`config.mk`:
```
export PLATFORM = sky130hd
export DESIGN_NAME = cdq_ctrl
export DESIGN_NICKNAME = d
export VERILOG_FILES = /design/src/hdl/cdq_pkg.sv /design/src/hdl/cdq_ctrl.sv
export SDC_FILE = /design/constraint.sdc
export NUM_CORES = 1
export LEC_CHECK = 0
export ABC_CLOCK_PERIOD_IN_PS = 4750
export BUFFER_PORTS_ARGS = -buffer_cell sky130_fd_sc_hd__buf_2
export CAP_MARGIN = 20
export CORE_MARGIN = 1
export CORE_UTILIZATION = 49
export DETAILED_ROUTE_END_ITERATION = 6
export GPL_ROUTABILITY_DRIVEN = 1
export MAX_ROUTING_LAYER = met4
export PLACE_DENSITY_LB_ADDON = 0.2
export SYNTH_ARGS = -nofsm -noshare
export SYNTH_HDL_FRONTEND = slang
export SYNTH_SLANG_ARGS = --single-unit
```
`constraint.sdc`:
```
create_clock -name clock -period 4.75 [get_ports clock]
set_input_delay 0.7125 -clock clock [delete_from_list [all_inputs] [get_ports clock]]
set_output_delay 0.7125 -clock clock [all_outputs]
set_load 0.02 [all_outputs]
```
`src/hdl/cdq_pkg.sv`:
```
// cdq_pkg: operation and status codes, field widths and the result record
// shared by the circular deque core, its control unit and its channel interfaces.
// No dependencies.
`default_nettype none

package cdq_pkg;

   localparam int unsigned DATA_W = 32;
   localparam int unsigned CNT_W  = 11;

   localparam logic [CNT_W-1:0] USABLE_RESET = 11'd1024;

   typedef enum logic [1:0] {
      KIND_PUSH_FRONT = 2'd0,
      KIND_PUSH_REAR  = 2'd1,
      KIND_POP_FRONT  = 2'd2,
      KIND_POP_REAR   = 2'd3
   } cdq_kind_type;

   typedef enum logic [1:0] {
      STATUS_DONE  = 2'd0,
      STATUS_EMPTY = 2'd1,
      STATUS_FULL  = 2'd2
   } cdq_status_type;

   // Store access issued for one item.
   typedef struct packed {
      logic wr_en;
      logic rd_en;
   } cdq_mem_ctl_type;

   // Bookkeeping outcome of one item, carried alongside the store read.
   typedef struct packed {
      logic                 pop_ok;
      cdq_status_type       status;
      logic [CNT_W-1:0]     occupancy;
   } cdq_result_type;

endpackage

`default_nettype wire

```
`src/hdl/cdq_ctrl.sv`:
```
// cdq_ctrl: head/tail pointers, fill count and capacity register of the deque;
// decides each item's store access and status. Depends on cdq_pkg.
`default_nettype none

module cdq_ctrl import cdq_pkg::*; #(
   parameter int unsigned DEPTH = 1024
) (
   input  logic                       clock,
   input  logic                       reset,
   input  logic                       csr_we,
   input  logic [CNT_W-1:0]           csr_wdata,
   input  logic                       accept,
   input  cdq_kind_type               kind,
   output cdq_mem_ctl_type            mem_ctl,
   output logic [$clog2(DEPTH)-1:0]   mem_addr,
   output cdq_result_type             result
);

   localparam int unsigned IDX_W = $clog2(DEPTH);
   localparam int unsigned CMP_W = (IDX_W + 1 > CNT_W) ? IDX_W + 1 : CNT_W;

   logic [CNT_W-1:0] usable_ff, usable_in;
   logic [IDX_W-1:0] head_ff, head_in;
   logic [IDX_W-1:0] tail_ff, tail_in;
   logic [CNT_W-1:0] count_ff, count_in;

   logic [CNT_W-1:0] cap;
   logic [IDX_W-1:0] cap_last;
   logic [IDX_W-1:0] head_dec, head_inc, tail_dec, tail_inc;
   logic             full, empty;

   // clamp capacity to 1..DEPTH
   always_comb begin
      priority if (usable_ff == '0) begin
         cap = CNT_W'(1);
      end else if (32'(usable_ff) > DEPTH) begin
         cap = CNT_W'(DEPTH);
      end else begin
         cap = usable_ff;
      end
   end

   assign cap_last = IDX_W'(cap - 1'b1);
   assign head_dec = (head_ff == '0) ? cap_last : head_ff - 1'b1;
   assign tail_dec = (tail_ff == '0) ? cap_last : tail_ff - 1'b1;
   assign head_inc = (CMP_W'(head_ff) + 1'b1 >= CMP_W'(cap)) ? '0 : head_ff + 1'b1;
   assign tail_inc = (CMP_W'(tail_ff) + 1'b1 >= CMP_W'(cap)) ? '0 : tail_ff + 1'b1;
   assign full     = (count_ff >= cap);
   assign empty    = (count_ff == '0);

   always_comb begin
      usable_in        = usable_ff;
      head_in          = head_ff;
      tail_in          = tail_ff;
      count_in         = count_ff;
      mem_ctl          = '0;
      mem_addr         = head_ff;
      result.pop_ok    = 1'b0;
      result.status    = STATUS_DONE;

      priority if (csr_we) begin
         usable_in = csr_wdata;
         head_in   = '0;
         tail_in   = '0;
         count_in  = '0;
      end else if (accept) begin
         unique case (kind)
            KIND_PUSH_FRONT, KIND_PUSH_REAR: begin
               if (full) begin
                  result.status = STATUS_FULL;
               end else begin
                  mem_ctl.wr_en = 1'b1;
                  count_in      = count_ff + 1'b1;
                  priority if (empty) begin
                     // first value: front push lands on the last entry
                     head_in  = (kind == KIND_PUSH_FRONT) ? cap_last : '0;
                     tail_in  = (kind == KIND_PUSH_FRONT) ? cap_last : '0;
                     mem_addr = (kind == KIND_PUSH_FRONT) ? cap_last : '0;
                  end else if (kind == KIND_PUSH_FRONT) begin
                     head_in  = head_dec;
                     mem_addr = head_dec;
                  end else begin
                     tail_in  = tail_inc;
                     mem_addr = tail_inc;
                  end
               end
            end
            KIND_POP_FRONT, KIND_POP_REAR: begin
               if (empty) begin
                  result.status = STATUS_EMPTY;
               end else begin
                  mem_ctl.rd_en = 1'b1;
                  result.pop_ok = 1'b1;
                  count_in      = count_ff - 1'b1;
                  if (kind == KIND_POP_FRONT) begin
                     mem_addr = head_ff;
                     head_in  = head_inc;
                  end else begin
                     mem_addr = tail_ff;
                     tail_in  = tail_dec;
                  end
                  // last value gone: park both pointers at entry zero
                  if (count_ff == CNT_W'(1)) begin
                     head_in = '0;
                     tail_in = '0;
                  end
               end
            end
            default: begin
            end
         endcase
      end else begin
         // no item and no write: hold pointers, count and capacity
      end
      result.occupancy = count_in;
   end

   always_ff @(posedge clock) begin
      if (reset) begin
         usable_ff <= USABLE_RESET;
         head_ff   <= '0;
         tail_ff   <= '0;
         count_ff  <= '0;
      end else begin
         usable_ff <= usable_in;
         head_ff   <= head_in;
         tail_ff   <= tail_in;
         count_ff  <= count_in;
      end
   end

endmodule

`default_nettype wire

```
==> results of run 1 <==
-- how the worst max path moves through the flow --
stage	endpoint	slack (ns)	cells past startpoint
2_1_floorplan	mem_addr[9]	0.50	11
3_3_place_gp	mem_addr[8]	0.62	15
3_5_place_dp	mem_addr[8]	0.48	15
4_1_cts	mem_addr[8]	0.12	15
5_1_grt	mem_addr[6]	0.04	16
6_report	mem_addr[2]	0.27	16
-- stage by stage --
| stage | total power, mW | cell area (µm²) | instances | utilization, % | setup slack (ns) |
|---|---|---|---|---|---|
| after floorplan | 0.820 | 4870 | 686 | - | 0.505 |
| after global placement | 0.957 | 5080 | 822 | 52.5 | 0.622 |
| after detailed placement | 0.959 | 5080 | 822 | 52.5 | 0.475 |
| after CTS | 1.23 | 5180 | 830 | 53.5 | 0.124 |
| after global routing | 1.31 | 5200 | 832 | 53.7 | 0.0352 |
| final | 1.24 | 5200 | 832 | 53.7 | 0.268 |
-- per-layer routing --
| layer | GRT usage, % | vias up |
|---|---|---|
| li1 | - | 2551 |
| met1 | 46.1 | 2478 |
| met2 | 52.4 | 234 |
| met3 | 6.21 | 46 |
| met4 | 11.1 | 0 |
| met5 | - | - |
-- layout make-up --
class / instances / area, µm² / area share (%)
repair buffers: 55 / 308 / 5.92
well taps: 133 / 166 / 3.20
flip-flops and latches: 42 / 845 / 16.2
clock buffers: 5 / 68.8 / 1.32
clock inverters: 3 / 26.3 / 0.505
multi-input cells: 569 / 3690 / 71.0
inverters: 25 / 93.8 / 1.80
-- critical path, delay by kind of cell, from the launching register on --
kind	cells	cell delay, ns
flip-flops	1	0.45
XOR/XNOR	1	0.21
AO/OA/AOI/OAI	3	0.38
AND/OR/NAND/NOR	7	1.43
adder cells (fa/ha/maj)	2	0.57
buffers and inverters	3	0.41
-- flip-flops by register name, indices dropped and copies added, names as in the netlist --
signal,count
head_ff,10
count_ff,11
usable_ff,11
tail_ff,10
-- cells in the mapped netlist (4+ instances only) --
library cell	number	area share [%]
o31ai_1	7	1.1
nor3_1	20	2.1
buf_6	5	1.2
o22ai_1	19	2.4
or3_1	5	0.64
o2111ai_1	5	0.90
a31oi_1	5	0.64
nand4_1	4	0.51
a22oi_1	4	0.62
a21o_1	8	1.2
o211ai_1	11	1.7
o21a_1	6	0.92
nor4_1	14	1.8
a21oi_1	49	5.0
or4_1	4	0.62
nor2_1	91	7.0
o21ai_0	42	4.3
dfxtp_1	42	17
o21ai_1	5	0.51
xnor2_1	22	4.0
nand3_1	19	2.0
clkbuf_1	30	2.3
buf_2	9	0.92
ha_1	41	11
mux2i_1	17	3.5
a221oi_1	6	1.1
xor2_1	10	1.8
or2_2	5	0.64
a211oi_1	16	2.5
nor2b_1	9	1.2
and3_1	8	1.0
nand2_1	57	4.4
nor3b_1	5	0.77
inv_1	25	1.9
nand2b_1	11	1.4
-- report_power, final --
part           switching (mW)  internal (mW)  leakage (nW)
logic                   0.358          0.208          1.83
registers              0.0393          0.369         0.344
clock network           0.158          0.110        0.0495
total                   0.556          0.687          2.22
-- what timing repair did --
item	in CTS	in global routing
endpoints found under the setup margin	0	10
setup buffers	0	2
gates resized for setup	0	5
-- logic make-up (layout without fill, tap and decap cells) --
family                   after synthesis  in the layout  share of synthesized area (%)
adder cells (fa/ha/maj)               41             41                           10.5
multiplexers                          17             17                           3.49
buffers and inverters                 75             88                           7.01
AO/OA/AOI/OAI                        213            213                           29.4
flip-flops                            42             42                           17.3
AND/OR/NAND/NOR                      266            266                           26.5
XOR/XNOR                              32             32                           5.75
==> results_dict.tcl, run 1 <==
set metrics [dict create \
    p_leak_nw 2.22 \
    fin_tns_setup_ns 0 \
    drive_gt1_share_pct 12.7 \
    dp_hpwl_um 13100 \
    top_layer_used "met4" \
    tightestPinTransition_ns 0.996 \
    reg2regPathDepth 14 \
    timing.final.crit_share_pct 94.3 \
    diodes 0 \
    start_util_pct 50.3 \
    port_buffers 42 \
    clk_pin_slew_ns 0.10 \
    ys.warnings.count 0 \
    min_from "usable_ff[8]" \
    synth_async_sr_flop_share_pct 0 \
    crit_fanout 10 \
    drtPass1Iterations 5 \
    critical_path.max_stage_delay_ns 0.45 \
    timing.rr.end "tail_ff[3]" \
    place.gp.congestion 1.01 \
    finalHoldViolCount 0 \
    fin_skew_ns 0.00617 \
    cts_inserted_buffers 5 \
    cts-root-buf "clkbuf_8" \
    drcViolationCount 0 \
    overflow 0 \
    grt_max_degree 28 \
    die_area_um2 10300 \
    die_h_um 102 \
    coreArea_um2 9680 \
    synthCells 686 \
    viasPerCell 6.38 \
    crit_start "tail_ff[0]" \
    startpoint_type "register" \
    drv_cap 0 \
    ant_nets 0 \
    cts.sinks 42 \
    met2_length_um 7400 \
    wirelength_um 17000 \
    h-tree-depth 2 \
    layout.cells.most_common_list "nor2_1 (91), nand2_1 (57), a21oi_1 (48)" \
    met3_length_um 1420 \
    slew_viol_final 0 \
    clk_latency_ns 0.32 \
    power.density_nw_per_um2 239 \
    timing.critical_path.arrival_ns 3.77 \
    synth.avg_cell_area_um2 7.10 \
    ys_ff_latch 42 \
    fmax_mhz 223 \
    rsz0062_at_grt "false" \
    setup_viol 0 \
    hold_class "reg2reg" \
    end_kind "primary output" \
    yosysSeqAreaShare_pct 17.3 \
    grt_pass1_wl_um 26400 \
    status "completed" \
    yosysUniqueCellTypes 69 \
    wl_met1_um 7640 \
    grtUsageTotal_pct 34.6 \
    peakVddDrop_uv 176 \
    timing.slew.headroom_pct 32.9 \
    syn-cell-area_um2 4870 \
    crit_slowest_cell "dfxtp_2" \
    clockBufferDepth 2 \
    rows 36 \
    wire_per_inst_um 20.4 \
    rr_startpoint "tail_ff[0]" \
    antenna_found_initial 0 \
    io_pins 43 \
    cp.required_ns 4.04 \
    criticalPathCategory "reg2out" \
    mostFrequentLayoutCell "nor2_1" \
    syn_nets 744 \
    worstHoldEndpoint "usable_ff[8]" \
    nNetsFinal 756 \
    drtIter0Drc 417 \
    hold_depth 2 \
    hold_ws_ns 0.565 \
    vias 5309 \
    nFillCells 1013 \
    syn_to_final_growth_pct 6.75 \
    synth_flop_cell "dfxtp_1" \
    path_cells "ha_1 -> and3_1 -> nand3_1 -> nor2_1 -> xnor2_1 -> inv_1 -> ha_1 -> o21ai_0 -> o2bb2ai_1 -> or3_1 -> nand4_1 -> buf_4 -> nor2b_1 -> nor3_1 -> o21ai_0 -> buf_2" \
    die_x_um 102 \
    hold_buffers 0 \
    grt_pass1_vias 4808 \
    rrSetupSlack_ns 1.25 \
    cts_tree "done" \
    synth-edff-count 0 \
    fin_crit_ns 4.48 \
]
(Power assumes the default switching activity.)
==> run 2: changes to the inputs <==
--- a/config.mk
+++ b/config.mk
@@ -5,9 +5,8 @@
 export SDC_FILE = /design/constraint.sdc
 export NUM_CORES = 1
 export LEC_CHECK = 0
-export ABC_CLOCK_PERIOD_IN_PS = 4750
+export ABC_CLOCK_PERIOD_IN_PS = 5600
 export BUFFER_PORTS_ARGS = -buffer_cell sky130_fd_sc_hd__buf_2
-export CAP_MARGIN = 20
 export CORE_MARGIN = 1
 export CORE_UTILIZATION = 49
 export DETAILED_ROUTE_END_ITERATION = 6
==> constraint.sdc (replaced) <==
create_clock -name clock -period 5.6 [get_ports clock]
set_input_delay 0.84 -clock clock [delete_from_list [all_inputs] [get_ports clock]]
set_output_delay 0.84 -clock clock [all_outputs]
set_load 0.02 [all_outputs]
==> results_dict.tcl, run 2 (synthesized netlist as in run 1, its figures left out) <==
set metrics [dict create \
    status "completed" \
    power_frac_comb_pct 45.1 \
    slew_viol_final 0 \
    port_buffers 42 \
    critical_path.max_stage_delay_ns 0.64 \
    drv_cap 0 \
    fmax_mhz 199 \
    grt_pass1_wl_um 26700 \
    post_cts_resized 0 \
    clockBufferDepth 2 \
    place.gp.congestion 1.04 \
    grt_pass1_vias 4867 \
    start_util_pct 50.3 \
    cts-root-buf "clkbuf_8" \
    place_ws_ns 1.03 \
    die_h_um 102 \
    fin_tns_setup_ns 0 \
    h-tree-depth 2 \
    drtPass1Iterations 6 \
    path_cells "nor3_1 -> nand2_1 -> o31ai_1 -> ha_1 -> nor2b_1 -> o21ai_0 -> a21oi_1 -> o21ai_1 -> a21oi_1 -> nor2_1 -> a211oi_1 -> buf_2" \
    wirelength_um 17200 \
    hold_class "reg2reg" \
    cts_inserted_buffers 5 \
    coreArea_um2 9680 \
    peakVddDrop_uv 117 \
    setup_viol 0 \
    nFillCells 966 \
    timing.slew.headroom_pct 32.4 \
    criticalPathCategory "reg2out" \
    largestRegisters "count_ff: 11 flops, usable_ff: 11 flops" \
    crit_buf_inv 1 \
    viasPerCell 6.49 \
    mostFrequentLayoutCell "nor2_1" \
    cp.required_ns 4.76 \
    crit_top_cell "a21oi_1" \
    drcViolationCount 0 \
    power_frac_seq_pct 33.5 \
    dp_hpwl_um 13100 \
    cp_top_family "compound AO/OA/AOI/OAI gates" \
    cts.sinks 42 \
    cts_tree "done" \
    layout.cells.most_common_list "nor2_1 (91), nand2_1 (57), a21oi_1 (49)" \
    drive_gt1_share_pct 11.0 \
    p_leak_nw 2.17 \
    fin_skew_ns 0.00905 \
    wire_per_inst_um 20.8 \
    clk_latency_ns 0.32 \
    fin_crit_ns 5.02 \
    end_kind "primary output" \
    power.switching_uw 470 \
    rsz0062_at_grt "false" \
    startpoint_type "register" \
    post_cts_buffers 0 \
    die_x_um 102 \
    timing.critical_path.arrival_ns 4.18 \
    nNetsFinal 747 \
    drtIter0Drc 381 \
    p_clk_share_pct 21.4 \
    grtUsageTotal_pct 35.0 \
    grt_max_degree 28 \
    rows 36 \
    crit_slowest_cell "o31ai_1" \
    clk_pin_slew_ns 0.09 \
    antenna_found_initial 0 \
    power.density_nw_per_um2 203 \
    vias 5340 \
    layout_setup_ws_ns 0.576 \
    crit_fanout 9 \
    syn_to_final_growth_pct 5.19 \
    tightestPinTransition_ns 1.00 \
    ant_nets 0 \
    p_sw_share_pct 45.1 \
    diodes 0 \
    timing.final.crit_share_pct 89.7 \
    hold_buffers 0 \
    p_int_uw 571 \
    overflow 0 \
    die_area_um2 10300 \
    finalHoldViolCount 0 \
    io_pins 43 \
]
==> run 2: cell types whose count changed in the layout (fill, tap and decap cells not counted), sizes merged <==
cell | previous run | this run
buf | 55 | 46
clkinv | 0 | 1
clkinvlp | 0 | 1
inv | 28 | 26
==> run 2: final cells by class <==
class / instances / area (µm²) / area share (%)
Inverter: 25 / 93.8 / 1.83
Tap cell: 133 / 166 / 3.25
Timing Repair Buffer: 46 / 240 / 4.69
Multi-Input combinational cell: 569 / 3690 / 72.0
Sequential cell: 42 / 841 / 16.4
Clock buffer: 5 / 68.8 / 1.34
Clock inverter: 3 / 25.0 / 0.488
==> run 2: final timing paths <==
| path | start | to | slack (ns) | cells past startpoint |
|---|---|---|---|---|
| setup / recovery | usable_ff[5] | mem_addr[9] | 0.58 | 12 |
| setup reg to reg | usable_ff[5] | tail_ff[6] | 1.69 | 11 |
| hold / removal | usable_ff[4] | usable_ff[4] | 0.56 | 2 |
| hold reg to reg | usable_ff[4] | usable_ff[4] | 0.56 | 2 |
==> run 2: stage by stage <==
stage	hold WS, ns	power [mW]	std cells	util [%]	cell area [µm²]
after floorplan	0.502	0.695	686	-	4870
after global placement	0.549	0.806	815	52.0	5030
after detailed placement	0.546	0.808	815	52.0	5030
after CTS	0.565	1.03	823	52.9	5120
after global routing	0.606	1.10	823	52.9	5120
final	0.563	1.04	823	52.9	5120
==> run 2: worst min-delay path, delay by kind of cell, from the launching register on <==
| kind | cells | cell delay, ns |
|---|---|---|
| flops | 1 | 0.35 |
| simple gates | 1 | 0.05 |
| mux | 1 | 0.13 |
==> run 2: layer usage <==
layer / part of all wire, % / up-vias / global-route usage (%)
met1: 43 / 2489 / 45.8
li1: - / 2523 / -
met5: 0 / - / -
met3: 9.4 / 48 / 7.66
met2: 44 / 280 / 53.0
met4: 2.9 / 0 / 11.9
==> run 2: power by group through the flow <==
stage          sequential, mW  clock (mW)  combinational [mW]
3_5_place_dp            0.354           0               0.454
4_1_cts                 0.347       0.229               0.456
3_3_place_gp            0.353           0               0.453
2_1_floorplan           0.329           0               0.367
6_report                0.349       0.223               0.470
5_1_grt                 0.352       0.240               0.509
==> run 3: changes to the inputs <==
--- a/config.mk
+++ b/config.mk
@@ -5,10 +5,10 @@
 export SDC_FILE = /design/constraint.sdc
 export NUM_CORES = 1
 export LEC_CHECK = 0
-export ABC_CLOCK_PERIOD_IN_PS = 5600
+export ABC_CLOCK_PERIOD_IN_PS = 4100
 export BUFFER_PORTS_ARGS = -buffer_cell sky130_fd_sc_hd__buf_2
-export CORE_MARGIN = 1
 export CORE_UTILIZATION = 49
+export CTS_BUF_LIST = sky130_fd_sc_hd__clkbuf_2 sky130_fd_sc_hd__clkbuf_4 sky130_fd_sc_hd__clkbuf_8
 export DETAILED_ROUTE_END_ITERATION = 6
 export GPL_ROUTABILITY_DRIVEN = 1
 export MAX_ROUTING_LAYER = met4
==> constraint.sdc (replaced) <==
create_clock -name clock -period 4.1 [get_ports clock]
set_input_delay 0.615 -clock clock [delete_from_list [all_inputs] [get_ports clock]]
set_output_delay 0.615 -clock clock [all_outputs]
set_load 0.02 [all_outputs]
==> results_dict.tcl, run 3 (synthesized netlist as in run 1, its figures left out) <==
set metrics [dict create \
    nNetsFinal 775 \
    die_h_um 102 \
    cts_inserted_buffers 5 \
    hold_class "in2reg" \
    viasPerCell 6.42 \
    drive_gt1_share_pct 18.1 \
    peakVddDrop_uv 152 \
    die_x_um 102 \
    power.switching_uw 649 \
    cts.sinks 42 \
    instances_no_fill 851 \
    drtIter0Drc 412 \
    power_frac_seq_pct 30.3 \
    overflow 0 \
    start_util_pct 50.3 \
    end_kind "primary output" \
    cts_tree "done" \
    grtUsageTotal_pct 36.3 \
    slew_viol_final 0 \
    setup_viol 0 \
    criticalPathCategory "reg2out" \
    io_pins 43 \
    p_leak_nw 2.35 \
    vias 5465 \
    antenna_found_initial 0 \
    timing.critical_path.arrival_ns 3.41 \
    place_area_um2 5240 \
    grt_pass1_wl_um 27300 \
    grt_max_degree 28 \
    h-tree-depth 2 \
    rows 36 \
    coreArea_um2 9680 \
    startpoint_type "register" \
    fin_crit_ns 4.03 \
    grt_pass1_vias 4983 \
    p_int_uw 883 \
    wire_per_inst_um 20.7 \
    finalHoldViolCount 0 \
    port_buffers 42 \
    tightestPinTransition_ns 0.828 \
    fin_tns_setup_ns 0 \
    power.density_nw_per_um2 279 \
    crit_fanout 12 \
    clk_latency_ns 0.31 \
    syn_to_final_growth_pct 12.7 \
    fin_area_um2 5490 \
    wirelength_um 17600 \
    hold_buffers 0 \
    drcViolationCount 0 \
    clockBufferDepth 2 \
    cp.required_ns 3.48 \
    power_frac_comb_pct 46.6 \
    place_ws_ns 0.102 \
    clk_pin_slew_ns 0.10 \
    timing.final.crit_share_pct 98.3 \
    dp_hpwl_um 13600 \
    status "completed" \
    dp.cells 840 \
    p_clk_share_pct 23.1 \
    fin_skew_ns 0.0116 \
    layout_setup_ws_ns 0.0702 \
    fmax_mhz 248 \
    largestRegisters "count_ff: 11 flops, usable_ff: 11 flops" \
    diodes 0 \
    ant_nets 0 \
    cts-root-buf "clkbuf_8" \
    die_area_um2 10300 \
    p_sw_share_pct 42.4 \
    totalPowerFinal_mw 1.53 \
    mostFrequentLayoutCell "nor2_1" \
    timing.slew.headroom_pct 44.8 \
    layout.cells.most_common_list "nor2_1 (89), nand2_1 (57), a21oi_1 (47)" \
    drv_cap 0 \
    place.gp.congestion 1.03 \
    drtPass1Iterations 5 \
]
==> run 3: power by group through the flow <==
stage	sequential (mW)	clock, mW	combinational, mW
floorplan	0.449	0	0.505
global placement	0.471	0	0.676
detailed placement	0.472	0	0.677
CTS	0.462	0.365	0.681
global route	0.467	0.380	0.770
finish	0.464	0.355	0.714
==> run 3: layer usage <==
metal	vias up	global-route usage, %	wire length [µm]	part of all wire (%)
li1	2580	-	-	-
met1	2509	49.2	7360	42
met2	316	51.1	7320	41
met3	60	6.76	2010	11
met4	0	17.8	945	5.4
met5	-	-	0	0
==> run 3: stage by stage <==
step                      hold slack, ns  utilization (%)
after floorplan                    0.502                -
after global placement             0.544             54.1
after detailed placement           0.550             54.1
after CTS                          0.525             55.6
after global routing               0.537             56.7
final                              0.534             56.7
==> run 3: final timing paths <==
check        slack (ns)  cells after the start       endpoint     startpoint
max                0.07                      9    mem_addr[5]     head_ff[0]
min reg2reg        0.57                      2   usable_ff[6]   usable_ff[6]
max reg2reg        0.59                     11     head_ff[3]     head_ff[0]
min                0.53                      3  usable_ff[10]  csr_wdata[10]
==> run 3: cell type report <==
class | count | area (µm²)
Clock buffer | 6 | 76.3
Clock inverter | 2 | 37.5
Fill cell | 951 | 4200
Inverter | 25 | 93.8
Multi-Input combinational cell | 569 | 3810
Sequential cell | 42 | 847
Tap cell | 133 | 166
Timing Repair Buffer | 74 | 457
==> run 3: worst max-delay path: stages (launching register included) <==
cell,delay [ns]
dfxtp_1,0.47
inv_1,0.16
ha_1,0.24
nor3b_1,0.62
nand3_1,0.38
nand2_1,0.35
mux2i_1,0.31
a211oi_2,0.11
a211oi_2,0.26
buf_4,0.19
==> run 3: what timing repair did <==
action	CTS	global route
endpoints found under the setup margin	10	18
pin swaps	1	1
resized for setup	6	21
hold endpoints to repair	0	0
setup buffers	0	3
